`src/hw/rtl/vrfh_pkg.sv`:
```
// Shared types and constants for the voxel ray first-hit core.
package vrfh_pkg;

   // beat layout widths
   localparam int REQ_DATA_W = 112;
   localparam int RSP_DATA_W = 24;

   // action codes
   localparam logic ACT_WRITE = 1'b0;
   localparam logic ACT_RAY   = 1'b1;

   // walk cell coordinate width (start voxel plus up to 512 steps)
   localparam int CELL_W = 12;

   // indexes of the six cross products num_a * den_b
   localparam logic [2:0] P_XY = 3'd0;
   localparam logic [2:0] P_YX = 3'd1;
   localparam logic [2:0] P_XZ = 3'd2;
   localparam logic [2:0] P_ZX = 3'd3;
   localparam logic [2:0] P_YZ = 3'd4;
   localparam logic [2:0] P_ZY = 3'd5;
   localparam int NUM_PROD = 6;

   // per-axis walk setup
   typedef struct packed {
      logic signed [7:0] vox;
      logic signed [7:0] last;
      logic              dir_pos;
      logic [15:0]       den;
      logic [8:0]        num;
   } axis_setup_type;

   // one classified item between front and back
   typedef struct packed {
      logic              action;
      axis_setup_type    ax;
      axis_setup_type    ay;
      axis_setup_type    az;
      logic signed [4:0] wcell_x;
      logic signed [4:0] wcell_y;
      logic signed [4:0] wcell_z;
      logic              wocc;
      logic              wr_ok;
   } item_type;

endpackage

```
`src/hw/rtl/vrfh_queue.sv`:
```
// Two-entry queue between front and back.
module vrfh_queue (
   input  logic               clock,
   input  logic               reset,
   input  logic               push,
   input  vrfh_pkg::item_type push_item,
   output logic               push_ready,
   input  logic               pop,
   output logic               pop_valid,
   output vrfh_pkg::item_type pop_item
);
   import vrfh_pkg::*;

   item_type   ent_ff [2];
   logic       wr_ptr_ff, wr_ptr_in;
   logic       rd_ptr_ff, rd_ptr_in;
   logic [1:0] count_ff, count_in;
   logic       do_push, do_pop;

   assign push_ready = (count_ff != 2'd2);
   assign pop_valid  = (count_ff != 2'd0);
   assign pop_item   = ent_ff[rd_ptr_ff];
   assign do_push    = push & push_ready;
   assign do_pop     = pop & pop_valid;

   // pointer and fill update
   always_comb begin
      wr_ptr_in = wr_ptr_ff ^ do_push;
      rd_ptr_in = rd_ptr_ff ^ do_pop;
      count_in  = count_ff + {1'b0, do_push} - {1'b0, do_pop};
   end

   always_ff @(posedge clock) begin
      if (reset) begin
         wr_ptr_ff <= 1'b0;
         rd_ptr_ff <= 1'b0;
         count_ff  <= 2'd0;
      end else begin
         wr_ptr_ff <= wr_ptr_in;
         rd_ptr_ff <= rd_ptr_in;
         count_ff  <= count_in;
      end
   end

   // entry storage
   always_ff @(posedge clock) begin
      if (do_push) begin
         ent_ff[wr_ptr_ff] <= push_item;
      end
   end

endmodule

```
`config.mk`:
```
export PLATFORM = sky130hd
export DESIGN_NAME = vrfh_queue
export DESIGN_NICKNAME = d
export VERILOG_FILES = /design/src/hw/rtl/vrfh_pkg.sv /design/src/hw/rtl/vrfh_queue.sv
export SDC_FILE = /design/constraint.sdc
export NUM_CORES = 1
export LEC_CHECK = 0
export BUFFER_PORTS_ARGS = -buffer_cell sky130_fd_sc_hd__buf_2
export CAP_MARGIN = 20
export CORE_MARGIN = 8
export CORE_UTILIZATION = 47
export CTS_CLUSTER_DIAMETER = 50
export DETAILED_ROUTE_END_ITERATION = 8
export MAX_ROUTING_LAYER = met4
export PLACE_DENSITY = 0.76
export SETUP_SLACK_MARGIN = 0.2
export SYNTH_ARGS = -nofsm -noshare
export SYNTH_HDL_FRONTEND = slang
export SYNTH_SLANG_ARGS = --single-unit
```
`constraint.sdc`:
```
create_clock -name clock -period 4.25 [get_ports clock]
set_clock_uncertainty 0.05 [all_clocks]
set_input_delay 0.425 -clock clock [delete_from_list [all_inputs] [get_ports clock]]
set_output_delay 0.425 -clock clock [all_outputs]
set_load 0.1 [all_outputs]
```
After elaboration in Yosys (flattened, before gate mapping)
Memory sizes are Yosys's and may differ from the RTL's. A register that Yosys moved wholly into a read port is not among the register bits.
Index checks and enable logic that the tools add are counted.
{"block": "totals", "ramBits": 288, "wordCells": 15, "romBits": 0, "register_bits": 4, "input_bits": 148, "output_inout_bits": 146, "latchBits": 0, "n_memories": 1}
{"block": "classes", "shifts": 0, "n_lt_le_gt_ge": 0, "n_mux": 3, "n_eq_ne": 1, "mul": 0, "n_reduce_logical": 1, "n_addsub": 2, "n_bitwise": 4, "div": 0}
{"memory": "ent_ff", "words": 2, "word_bits": 144, "read_ports": 1, "rd_clocked_by_memory_dff": 1, "write_ports": 1, "line_no": "vrfh_queue.sv:14", "source": "item_type ent_ff [2];"}
{"operator": "1-bit 2-to-1 mux", "n": 3}
{"operator": "2-bit by 1-bit adder with 2-bit output", "n": 1}
{"operator": "1-bit AND", "n": 2}
{"operator": "2-bit inequality test, second input constant", "n": 1}
{"operator": "2-bit nonzero test", "n": 1}
{"operator": "2-bit by 1-bit subtractor with 2-bit output", "n": 1}
{"operator": "1-bit XOR", "n": 2}

Longest topological paths before layout
{"block": "logic_depth", "ltp_word": 4, "ltp_mapped": 6, "ltp_nobuf": 6}

Worst setup path before layout
Ideal clock, no wire load.
{"block": "synth_timing", "path_type": "reg-to-reg", "start": "reg count_ff[0]", "end": "mem ent_ff[0][0] (netlist bit), enable pin", "stages_incl_launch_ff": 4, "period_less_slack_ns": 5.391, "t_arrival_ns": 4.820, "slack_ns": -1.141, "setup_ns": 0.521, "n_path_buf": 0, "t_required_ns": 3.679, "path_cell_list": "dfxtp_1 -> nand2b_1 -> and2_1 -> ha_1"}
{"block": "synth_between", "elab_chain_cells": 4}
{"element": "start, declared", "line_no": "vrfh_queue.sv:17", "source": "logic [1:0] count_ff, count_in;"}
{"element": "start signal, assigned", "line_no": "vrfh_queue.sv:41", "source": "count_ff <= count_in;"}
{"element": "2-bit inequality test", "line_no": "vrfh_queue.sv:20", "source": "assign push_ready = (count_ff != 2'd2);"}
{"element": "named net push_ready", "line_no": "vrfh_queue.sv:7", "source": "output logic push_ready,"}
{"element": "1-bit AND", "line_no": "vrfh_queue.sv:23", "source": "assign do_push = push & push_ready;"}
{"element": "1-bit 2-to-1 mux", "line_no": "vrfh_queue.sv:47", "source": "if (do_push) begin"}
{"element": "1-bit 2-to-1 mux (not written as such)", "line_no": "vrfh_queue.sv:48", "source": "ent_ff[wr_ptr_ff] <= push_item;"}
{"element": "end, declared", "line_no": "vrfh_queue.sv:14"}
The timed path passes the listed nets, and every way through them passes these cells.

==> metrics.cfg <==
[critical_path]
end_kind=output pin
r2r_cells=4
critical_path_class=reg2out
worst-path-max-fanout=35
timing.critical_path.required_ns=3.77
critPathLaunchType=flop
arrival_ns=2.44

[placed_design]
post_dp_cell_area_um2=12600
dpl.hpwl_um=14900
io_buffers=293
detailedPlace.worstSlack_ns=1.86
gp_routability_congestion=0.735

[sta]
finalHoldViolCount=0
period_share=0.686
setup_total_negative_slack_ns=0
final-setup-viol-count=0
max_slew_margin=0.598
timing.final.crit_period_ns=2.92
worst-slew-pin-transition_ns=0.603
clock.fmax_ghz=0.343
unrepaired_setup_endpoints_after_global_routing=false
postLayoutSetupSlackWorst_ns=1.33
timing.final.max_slew_violations=0

[floorplan]
core_area_um2=22600
floorplan.initialDensity=0.478
io_pins=294
die-width_um=168
die_footprint_um2=28100
row_count=55
chipHeight_um=168

[clocking]
cts_tree=yes
clk_pin_slew_worst_paths_ns=0.06
postCtsSetupRepairBufs=0
cts_max_level=1
numCtsBuffers=29
postCtsHoldBufs=0
cts-root-to-sink-buffers=3
insertion_delay_ns=0.52
cts_repair_resize_count=0
cts_root_buffer=sky130_fd_sc_hd__clkbuf_16
sink_count=292

[synthesis]
synthesis.instances=475
ys_ff_latch=292
yosys.cell_types.count=20
synth_area_um2=10800
post-synth-top-area-cell=sky130_fd_sc_hd__edfxtp_1
synth_fp_nets=625
yosysWarningCount=0
largest_cells_by_area_after_synthesis=sky130_fd_sc_hd__edfxtp_1, sky130_fd_sc_hd__mux2_2, sky130_fd_sc_hd__mux2_4
synth_largest_type_area_fraction=0.800
yosysSeqAreaShare=0.807
synth_area_per_cell_um2=22.8

[power_and_ir_drop]
total_leakage_power_nw=5.14
maximum_vdd_ir_drop_uv=554
power_density_nw_per_um2=761

[min_path]
hold-path-cell-count=1
holdCritPathClass=in2reg

[detailed_routing]
final_antenna_net_count=0
num_vias=5393
drc_errors=0
detail_routed_net_length_per_standard_cell_um=19.2
vias_per_cell=4.90
drt-initial-drc-count=240
wirelength_um=21100
firstDrtPassIters=4

[finish]
drive_above_1_share=0.604
area_growth_syn_to_layout_pct=25.5
finish.net_count=939
finish.instance_area_um2=13600

[global_route]
first_pass_grt_wire_length_um=31600
vias_in_the_first_global_route=5913
grt_max_degree=86
gr-total-overflow=0
initial_antenna_violation_count=5
grt_usage=0.147

[run]
cap_violations=0

[run_status]
run_status=finished clean

==> metrics by stage <==
stage | power, W | cells | hold WS, ns | util
6_report | 0.0103 | 1100 | 0.0411 | 0.600
5_1_grt | 0.0107 | 1100 | 0.00651 | 0.600
4_1_cts | 0.0104 | 1095 | 0.0101 | 0.599
3_5_place_dp | 0.00795 | 1043 | 0.544 | 0.557
3_3_place_gp | 0.00792 | 1043 | 0.529 | 0.557
2_1_floorplan | 0.00741 | 475 | 0.442 | -
==> where the power goes <==
part	internal [W]	switching (W)	total, W
Clock	0.00149	0.000984	0.00248
Combinational	0.000802	0.00337	0.00417
Sequential	0.00357	0.000115	0.00368
Total	0.00586	0.00446	0.0103
==> synthesized netlist by cell type <==
cell	count
sky130_fd_sc_hd__a211oi_1	1
sky130_fd_sc_hd__or2_2	1
sky130_fd_sc_hd__xor2_1	1
sky130_fd_sc_hd__mux2_2	95
sky130_fd_sc_hd__edfxtp_1	288
sky130_fd_sc_hd__nor2_1	5
sky130_fd_sc_hd__ha_1	2
sky130_fd_sc_hd__nand3_1	1
sky130_fd_sc_hd__buf_6	7
sky130_fd_sc_hd__a21bo_1	1
sky130_fd_sc_hd__o21ai_0	2
sky130_fd_sc_hd__buf_2	9
sky130_fd_sc_hd__inv_1	1
sky130_fd_sc_hd__dfxtp_1	4
sky130_fd_sc_hd__mux2_4	50
sky130_fd_sc_hd__a32oi_1	1
sky130_fd_sc_hd__nor2b_1	3
sky130_fd_sc_hd__and2_1	1
sky130_fd_sc_hd__nand2b_1	1
sky130_fd_sc_hd__and3_1	1
==> layer usage <==
metal	GRT usage	vias up	part of all wire
met4	0.0353	0	0.017
met3	0.0482	31	0.084
met2	0.247	226	0.50
met5	-	-	0
li1	-	2526	-
met1	0.168	2610	0.40
==> path summary, 6_finish.rpt <==
| path | startpoint | endpoint | slack (ns) |
|---|---|---|---|
| max | rd_ptr_ff | pop_item[1] | 1.33 |
| max reg2reg | count_ff[0] | ent_ff[0][43] | 2.11 |
| min | push_item[43] | ent_ff[1][43] | 0.04 |
| min reg2reg | wr_ptr_ff | wr_ptr_ff | 0.55 |
==> sequential cells by signal, summed over array words and instances (netlist names) <==
name	count
count_ff	2
ent_ff	288
rd_ptr_ff	1
wr_ptr_ff	1
==> cell families after synthesis <==
kind of cell | count (synthesis) | synth area share
compound gates | 5 | 0.00336
xor+xnor | 1 | 0.000810
fa+ha+maj | 2 | 0.00231
buf+inv | 17 | 0.0118
flops | 292 | 0.807
mux | 145 | 0.168
simple gates | 13 | 0.00625
==> placed cells by master (no fill, tap or decap), types with 4 or more instances in the layout <==
master	n
sky130_fd_sc_hd__buf_2	293
sky130_fd_sc_hd__edfxtp_1	288
sky130_fd_sc_hd__mux2_2	95
sky130_fd_sc_hd__mux2_4	50
sky130_fd_sc_hd__clkbuf_16	29
sky130_fd_sc_hd__clkinv_1	6
sky130_fd_sc_hd__diode_2	5
sky130_fd_sc_hd__nor2_1	5
sky130_fd_sc_hd__clkbuf_1	5
sky130_fd_sc_hd__bufinv_16	4
==> cell type report <==
cell class / instances / area (µm²)
multi-input cells: 166 / 1980
clock buffers: 34 / 744
fillers: 1692 / 9070
clock inverters: 18 / 199
diodes: 5 / 12.5
inverters: 1 / 3.75
flip-flops and latches: 292 / 8730
repair buffers: 299 / 1550
well taps: 285 / 357
==> worst max-delay path, stage by stage, from the launching register on <==
cell and delay [ns]:
sky130_fd_sc_hd__dfxtp_4 0.63, sky130_fd_sc_hd__buf_4 0.56, sky130_fd_sc_hd__mux2_2 0.40, sky130_fd_sc_hd__buf_2 0.29
(Power assumes the default switching activity.)
