`src/hw/rtl/vrfh_pkg.sv`:
```
// Shared types and constants for the voxel ray first-hit core.
package vrfh_pkg;

   // beat layout widths
   localparam int REQ_DATA_W = 112;
   localparam int RSP_DATA_W = 24;

   // action codes
   localparam logic ACT_WRITE = 1'b0;
   localparam logic ACT_RAY   = 1'b1;

   // walk cell coordinate width (start voxel plus up to 512 steps)
   localparam int CELL_W = 12;

   // indexes of the six cross products num_a * den_b
   localparam logic [2:0] P_XY = 3'd0;
   localparam logic [2:0] P_YX = 3'd1;
   localparam logic [2:0] P_XZ = 3'd2;
   localparam logic [2:0] P_ZX = 3'd3;
   localparam logic [2:0] P_YZ = 3'd4;
   localparam logic [2:0] P_ZY = 3'd5;
   localparam int NUM_PROD = 6;

   // per-axis walk setup
   typedef struct packed {
      logic signed [7:0] vox;
      logic signed [7:0] last;
      logic              dir_pos;
      logic [15:0]       den;
      logic [8:0]        num;
   } axis_setup_type;

   // one classified item between front and back
   typedef struct packed {
      logic              action;
      axis_setup_type    ax;
      axis_setup_type    ay;
      axis_setup_type    az;
      logic signed [4:0] wcell_x;
      logic signed [4:0] wcell_y;
      logic signed [4:0] wcell_z;
      logic              wocc;
      logic              wr_ok;
   } item_type;

endpackage

```
`src/hw/rtl/vrfh_front.sv`:
```
// Front end: accepts request beats and computes the per-axis walk setup.
module vrfh_front #(
   parameter int GRID_HALF_X = 16,
   parameter int GRID_HALF_Y = 16,
   parameter int GRID_HALF_Z = 16
) (
   input  logic                            req_tvalid,
   output logic                            req_tready,
   input  logic [vrfh_pkg::REQ_DATA_W-1:0] req_tdata,
   input  logic                            req_tuser,
   input  logic                            clearing,
   input  logic                            q_ready,
   output logic                            q_push,
   output vrfh_pkg::item_type              q_item
);
   import vrfh_pkg::*;

   function automatic axis_setup_type setup_axis(logic signed [15:0] s, logic signed [15:0] e);
      axis_setup_type    a;
      logic signed [16:0] d;
      d = {e[15], e} - {s[15], s};
      a.vox     = s[15:8];
      a.last    = e[15:8];
      a.dir_pos = ~d[16];
      a.den     = d[16] ? 16'(-d) : d[15:0];
      // distance to the first boundary in the step direction
      a.num     = d[16] ? {1'b0, s[7:0]} : (9'd256 - {1'b0, s[7:0]});
      return a;
   endfunction

   function automatic logic in_half(logic signed [4:0] c, int half);
      logic signed [7:0] w;
      w = {{3{c[4]}}, c};
      return (w >= -8'(half)) && (w < 8'(half));
   endfunction

   // handshake: no beats while the bitmap clear runs
   assign req_tready = q_ready & ~clearing;
   assign q_push     = req_tvalid & req_tready;

   // decode and classify
   always_comb begin
      q_item.action  = req_tuser;
      q_item.ax      = setup_axis(req_tdata[15:0],  req_tdata[63:48]);
      q_item.ay      = setup_axis(req_tdata[31:16], req_tdata[79:64]);
      q_item.az      = setup_axis(req_tdata[47:32], req_tdata[95:80]);
      q_item.wcell_x = req_tdata[100:96];
      q_item.wcell_y = req_tdata[105:101];
      q_item.wcell_z = req_tdata[110:106];
      q_item.wocc    = req_tdata[111];
      q_item.wr_ok   = in_half(req_tdata[100:96], GRID_HALF_X) &&
                       in_half(req_tdata[105:101], GRID_HALF_Y) &&
                       in_half(req_tdata[110:106], GRID_HALF_Z);
   end

endmodule

```
`config.mk`:
```
export PLATFORM = sky130hd
export DESIGN_NAME = vrfh_front
export DESIGN_NICKNAME = d
export VERILOG_FILES = /design/src/hw/rtl/vrfh_pkg.sv /design/src/hw/rtl/vrfh_front.sv
export SDC_FILE = /design/constraint.sdc
export NUM_CORES = 1
export LEC_CHECK = 0
export ABC_AREA = 1
export BUFFER_PORTS_ARGS = -buffer_cell sky130_fd_sc_hd__clkbuf_2
export CORE_MARGIN = 10
export CORE_UTILIZATION = 40
export DETAILED_ROUTE_END_ITERATION = 12
export PLACE_DENSITY = 0.76
export SLEW_MARGIN = 20
export SYNTH_ARGS = -nofsm -noshare
export SYNTH_HDL_FRONTEND = slang
export SYNTH_SLANG_ARGS = --single-unit
```
`constraint.sdc`:
```
create_clock -name vclk -period 3.5
set_input_delay 0.525 -clock vclk [all_inputs]
set_output_delay 0.525 -clock vclk [all_outputs]
set_load 0.01 [all_outputs]
```
# ---- Word level (Yosys, flattened, before mapping)
# Index checks and enable logic that the tools add are counted.
dict set report word_totals {
  ff_bits 0
  input_bits 116
  wordCells 32
}
dict set report op_classes {
  add_sub_neg 9
  order_cmp 6
  muxes 6
  bitwise_logic 6
  reduce_logical 5
}
# op n
set op_table {}
lappend op_table {{$sub A16 B16 Y17} 3}
lappend op_table {{$mux W16} 3}
lappend op_table {{$neg A16 Y16} 3}
lappend op_table {{$mux W9} 3}
lappend op_table {{$sub A9 B8 Y9 const A} 3}
lappend op_table {{$lt A5 B6 Y1 const B} 3}
lappend op_table {{$ge A5 B5 Y1 const B} 3}
lappend op_table {{$logic_and A1 B1 Y1} 5}
lappend op_table {{$not A1 Y1} 4}
lappend op_table {{$and A1 B1 Y1} 2}

# ---- Depth between registers and ports, before layout
# Gate-level depths: netlist of the first run.
dict set report depth {
  word_depth 4
  depth_mapped 18
  depth_no_buf 18
}

# ---- Worst setup path after synthesis of the first run
# OpenSTA, ideal clock, no wires.
dict set report synth_timing {
  path_kind {input to output}
  startpoint {input port req_tdata[64] (netlist name)}
  endpoint {output port q_item[69] (netlist name)}
  t_arrival_ns 2.358
  slack_ns 0.617
  cell_stages 15
  cell_sequence {inv_1 ha_1 fa_1 inv_1 nand3_1 nand2_2 nand2_1 nand3_1 nand3_1 nand2_1 nand2_1 nand2_4 inv_4 buf_4 o21ai_0}
}
# element line_no
set synth_rtl {}
lappend synth_rtl {{start, declared} vrfh_front.sv:9} ;# input logic [vrfh_pkg::REQ_DATA_W-1:0] req_tdata,
lappend synth_rtl {{end, declared} vrfh_front.sv:14} ;# output vrfh_pkg::item_type q_item

==> flow_summary_export.csv, run 1 <==
group,metric,value,unit
detailed_routing,ant_nets,0,
yosys,synth_top_area_cell,"nand2_1",
sta,grt_setup_unrepaired,"no",
sta,fmax,302,MHz
global_routing,grt_pass1_wl,25700,µm
yosys,synth_commonest_cells,"342 x nand2_1, 191 x inv_1, 88 x nand3_1",
setup_path,setup.worst_path.start_class,"input port",
power,switching_power,0.998,mW
detailed_routing,via_per_inst,4.66,
yosys,ys_warn_count,0,
layout,nFillCells,1475,
power,switching_share,62.1,%
global_routing,grt_overflow,0,
layout,syn2layout_area_growth,15.3,%
setup_path,crit_end,"q_item[117]",
layout,nClkBuffers,0,
sta,hold_viol,0,
global_routing,grtUsageTotal,15.6,%
die,die_area,18800,µm²
setup_path,critPathRequiredTime,2.97,ns
setup_path,path_class,"input port to output pin",
die,die_w,137,µm
status,status,"finished clean",
detailed_routing,drt-initial-drc-count,383,
yosys,synth_top_area_share,23.4,%
setup_path,cp.arrival,2.78,ns
power,seqPwrFrac,0,%
setup_path,crit_start,"req_tdata[0]",
yosys,synth_cell_types,38,
yosys,synth.yosys.seq_area_share,0,%
yosys,synth.most_common_cell,"nand2_1",
sta,period_minus_slack,3.31,ns
placement,dp_hpwl,14600,µm
die,pin_count,262,
die,core,13300,µm²
global_routing,grt_max_degree,18,
sta,min_period_over_period,94.5,%
power,pwr-share-comb,100.0,%
yosys,synthTopCellsByArea,"nand2_1 23%, inv_1 13%, ha_1 12%",
setup_path,crit_fanout,15,
sta,setup_tns,0,ns
die,start_util,41.1,%
detailed_routing,dr_total_vias,6371,
yosys,syn_inst,1033,
power,power.internal,0.610,mW
layout,final-seq-area,0,µm²
global_routing,grt_pass1_vias,5883,
layout,drive_gt1_share,24.8,%
yosys,syn_area,5490,µm²
layout,final_core_util,47.4,%
layout,multiInputGateArea,4160,µm²
die,fp-row-count,42,
sta,drv_slew,0,
detailed_routing,drc,0,
power,power.density,254,nW/µm²
power,clkPwrFrac,0,%
yosys,syn_nets,1206,
detailed_routing,detail_route.first_pass.iterations,5,
sta,worst_slew_pin_slew,0.534,ns
placement,place.gp.congestion,0.933,
cts,ctsHoldBuffers,0,
sta,setup-violations-final,0,
detailed_routing,wirelength,16300,µm
layout,nFlopsAndLatches,0,
power,power_leakage,4.14,nW
layout,n_antenna_cell,0,
detailed_routing,wl_per_cell,11.9,µm
job,drv_cap,0,
setup_path,cp-end-kind,"output pin",
yosys,avgSynthCellArea,5.31,µm²
die,die_h,137,µm
power,irDropWorstVdd,98.9,µV
layout,nets,1366,
sta,relSlewSlack,64.2,%
placement,port_buffers,227,
min_path,hp-class,"input port to output pin",
global_routing,grt_antenna_before_repair,0,
sta,fin_hold_ws,1.05,ns
-- placed cells by master, fill, tap and decap left out, types with 2 or more instances in the layout --
cell type  Yosys  layout
nand3_2        5       5
o31ai_1        3       3
nor2_2         9       9
fa_2           0       2
nor2_1        81      81
inv_4          3       3
nand2_1      342     341
xor2_1        35      35
nor3_1         7       7
o21ai_1        3       3
nand4_1       10      10
ha_1          54      54
o21bai_1       3       3
a21oi_2        3       3
nor2_4         4       4
nand2_2       20      22
nor4_2         3       3
nand3b_1      11      11
a21oi_1       33      33
inv_1        191     191
xor2_2         2       2
xnor2_1       12      12
nand3_1       88      88
inv_2          4       4
and2_1         5       5
o21ai_0       10      10
buf_4         71       5
clkbuf_2       0     227
nand2_4        4       4
-- stage by stage --
step	cell area, µm²	setup slack (ns)	instances	total power, mW
floorplan	5490	0.617	1033	1.13
global placement	6250	0.221	1360	1.57
detailed placement	6250	0.179	1360	1.59
CTS	6250	0.174	1360	1.59
global route	6320	0.00933	1367	1.81
finish	6320	0.194	1367	1.61
-- layout make-up --
class	count	area share, %
inverters	198	11.9
multi-input cells	760	65.8
well taps	176	3.48
repair buffers	233	18.9
-- critical path: stages --
cell      delay (ns)
clkbuf_2        0.11
ha_1            0.23
fa_1            0.41
inv_1           0.10
nand2_1         0.05
nand2_1         0.06
nand3_1         0.10
nand2_1         0.12
nand3_1         0.09
nand3_1         0.14
nand2_4         0.15
inv_4           0.21
nand2_1         0.10
xnor2_1         0.19
clkbuf_2        0.17
-- power groups by stage --
stage | Clock [mW] | Sequential [mW] | Combinational [mW]
floorplan | 0 | 0 | 1.13
global placement | 0 | 0 | 1.57
detailed placement | 0 | 0 | 1.59
CTS | 0 | 0 | 1.59
global route | 0 | 0 | 1.81
finish | 0 | 0 | 1.61
-- kinds of logic (layout without fill, tap and decap cells) --
| group | count (synthesis) | count (layout) | synth area share (%) |
|---|---|---|---|
| other | 1 | 1 | 0.0683 |
| xor gates and xnor gates | 49 | 49 | 8.10 |
| AOI/OAI and AO/OA | 60 | 60 | 6.27 |
| and+or+nand+nor | 592 | 593 | 47.7 |
| adders and majority gates | 57 | 57 | 13.4 |
| buffers and inverters | 274 | 431 | 24.4 |
-- timing repair --
action	4_1_cts	5_1_grt
resized for setup	0	3
setup buffers	0	6
setup endpoints to repair	0	8
-- routing by layer --
| layer | track usage [%] | wire length, µm |
|---|---|---|
| met5 | 0 | 0 |
| met4 | 1.17 | 111 |
| met3 | 2.93 | 1210 |
| met2 | 28.7 | 8110 |
| met1 | 19.0 | 6820 |
-- worst min-delay path by stage --
stage | from | endpoint | slack, ns | cells after the start
global route | req_tdata[99] | q_item[15] | 1.05 | 0
global placement | req_tdata[111] | q_item[1] | 1.05 | 0
CTS | req_tdata[111] | q_item[1] | 1.05 | 0
finish | req_tdata[104] | q_item[10] | 1.05 | 0
detailed placement | req_tdata[111] | q_item[1] | 1.05 | 0
floorplan | req_tdata[7] | q_item[109] | 1.08 | 1
Note: power is estimated with default switching activity, not from simulation.
==> run 2, diff against run 1 <==
--- a/config.mk
+++ b/config.mk
@@ -6,12 +6,13 @@
 export NUM_CORES = 1
 export LEC_CHECK = 0
 export ABC_AREA = 1
-export BUFFER_PORTS_ARGS = -buffer_cell sky130_fd_sc_hd__clkbuf_2
+export BUFFER_PORTS_ARGS = -buffer_cell sky130_fd_sc_hd__buf_2
+export CORE_ASPECT_RATIO = 0.75
 export CORE_MARGIN = 10
 export CORE_UTILIZATION = 40
 export DETAILED_ROUTE_END_ITERATION = 12
 export PLACE_DENSITY = 0.76
-export SLEW_MARGIN = 20
+export SLEW_MARGIN = 30
 export SYNTH_ARGS = -nofsm -noshare
 export SYNTH_HDL_FRONTEND = slang
 export SYNTH_SLANG_ARGS = --single-unit
==> flow_summary_export.csv, run 2 (same netlist as run 1, synthesis figures left out) <==
group,metric,value,unit
status,status,"finished clean",
detailed_routing,detail_route.first_pass.iterations,5,
power,power.density,257,nW/µm²
setup_path,crit_start,"req_tdata[16]",
die,die_w,155,µm
detailed_routing,wl_per_cell,12.8,µm
detailed_routing,wirelength,17400,µm
placement,place.gp.congestion,0.903,
sta,drv_slew,0,
detailed_routing,dr_total_vias,6458,
setup_path,cp-end-kind,"output pin",
die,core,13200,µm²
placement,place_area,6250,µm²
placement,port_buffers,227,
layout,final-seq-area,0,µm²
setup_path,cp_common_cell,"nand2_1",
global_routing,grtUsageTotal,16.7,%
layout,final_cell_mix,"341 x nand2_1, 227 x buf_2, 191 x inv_1, 88 x nand3_1, 81 x nor2_1",
min_path,hold_depth,0,
sta,period_minus_slack,3.32,ns
power,irDropWorstVdd,158,µV
detailed_routing,drc,0,
layout,final_area,6350,µm²
sta,worst_slack,0.185,ns
setup_path,critPathRequiredTime,2.97,ns
global_routing,grt_antenna_before_repair,0,
layout,nets,1371,
global_routing,grt_pass1_wl,27800,µm
die,die_area,18800,µm²
layout,n_antenna_cell,0,
job,drv_cap,0,
detailed_routing,via_per_inst,4.72,
layout,drive_gt1_share,25.1,%
detailed_routing,drt-initial-drc-count,448,
setup_path,path_class,"input port to output pin",
detailed_routing,ant_nets,0,
sta,setup-violations-final,0,
setup_path,cpPeakStageDelay,0.44,ns
placement,place_ws,0.144,ns
sta,min_period_over_period,94.7,%
power,finalPower,1.63,mW
die,die_h,121,µm
placement,dp_hpwl,15600,µm
layout,syn2layout_area_growth,15.7,%
global_routing,grt_max_degree,18,
die,pin_count,262,
setup_path,setup.worst_path.start_class,"input port",
setup_path,critical_path.cell_chain,"buf_2, ha_1, fa_1, inv_1, nand3_1, nand2_2, nand2_1, nand3_1, nand3_1, nand2_1, nand2_1, nand2_4, inv_4, nand2_1, nand3_1, nand2_1, inv_1, buf_2",
global_routing,grt_pass1_vias,5957,
layout,layout_commonest_cell,"nand2_1",
power,power_leakage,4.11,nW
setup_path,cp.arrival,2.79,ns
sta,fmax,302,MHz
layout,nClkBuffers,0,
global_routing,grt_overflow,0,
setup_path,crit_fanout,15,
min_path,hold_path_end,"q_item[12]",
die,start_util,41.6,%
min_path,hold_start,"req_tdata[96]",
sta,hold_viol,0,
layout,nFlopsAndLatches,0,
die,fp-row-count,36,
setup_path,slowest_stage,"fa_1",
min_path,hp-class,"input port to output pin",
## run 2: changes by cell type in the layout (fill, tap and decap cells not counted), sizes merged
cell	before	now
buf	6	239
nand2	367	366
clkbuf	227	0
## run 2: worst max-delay path, delay by kind of cell
| family | cells | cell delay, ns |
|---|---|---|
| buffers and inverters | 5 | 0.51 |
| adders and majority gates | 2 | 0.67 |
| and+or+nand+nor | 11 | 1.10 |
## run 2: area by class of cell
cell class | count | area (µm²)
tap | 171 | 214
multi-input combinational | 759 | 4160
timing repair buffer | 239 | 1230
inverter | 198 | 751
fill | 1448 | 6850
## run 2: per-stage QoR
stage / setup TNS [ns] / cells / util (%) / hold WS (ns)
after floorplan: 0 / 1033 / - / 1.08
after global placement: 0 / 1356 / 47.4 / 1.05
after detailed placement: 0 / 1356 / 47.4 / 1.05
after CTS: 0 / 1356 / 47.4 / 1.05
after global routing: -0.00922 / 1367 / 48.1 / 1.05
final: 0 / 1367 / 48.1 / 1.05
## run 2: routing by layer
layer  track usage [%]  part of all wire, %
met1              23.0                   48
met2              27.3                   44
met5                 0                    0
met3              3.01                  7.1
met4              1.69                 0.97
## run 2: how the worst max path moves through the flow
stage,endpoint,cells past startpoint
2_1_floorplan,q_item[69],15
3_3_place_gp,q_item[20],16
3_5_place_dp,q_item[20],16
4_1_cts,q_item[20],16
5_1_grt,q_item[79],18
6_report,q_item[79],18
## run 2: where the power goes
part / internal, mW / switching (mW)
clock network: 0 / 0
registers: 0 / 0
logic: 0.623 / 1.01
total: 0.623 / 1.01
## run 2: repair_timing
item                                    CTS  global route
endpoints found under the setup margin    0            13
setup buffers                             0            11
hold buffers                              0             0
gates resized for setup                   0             4
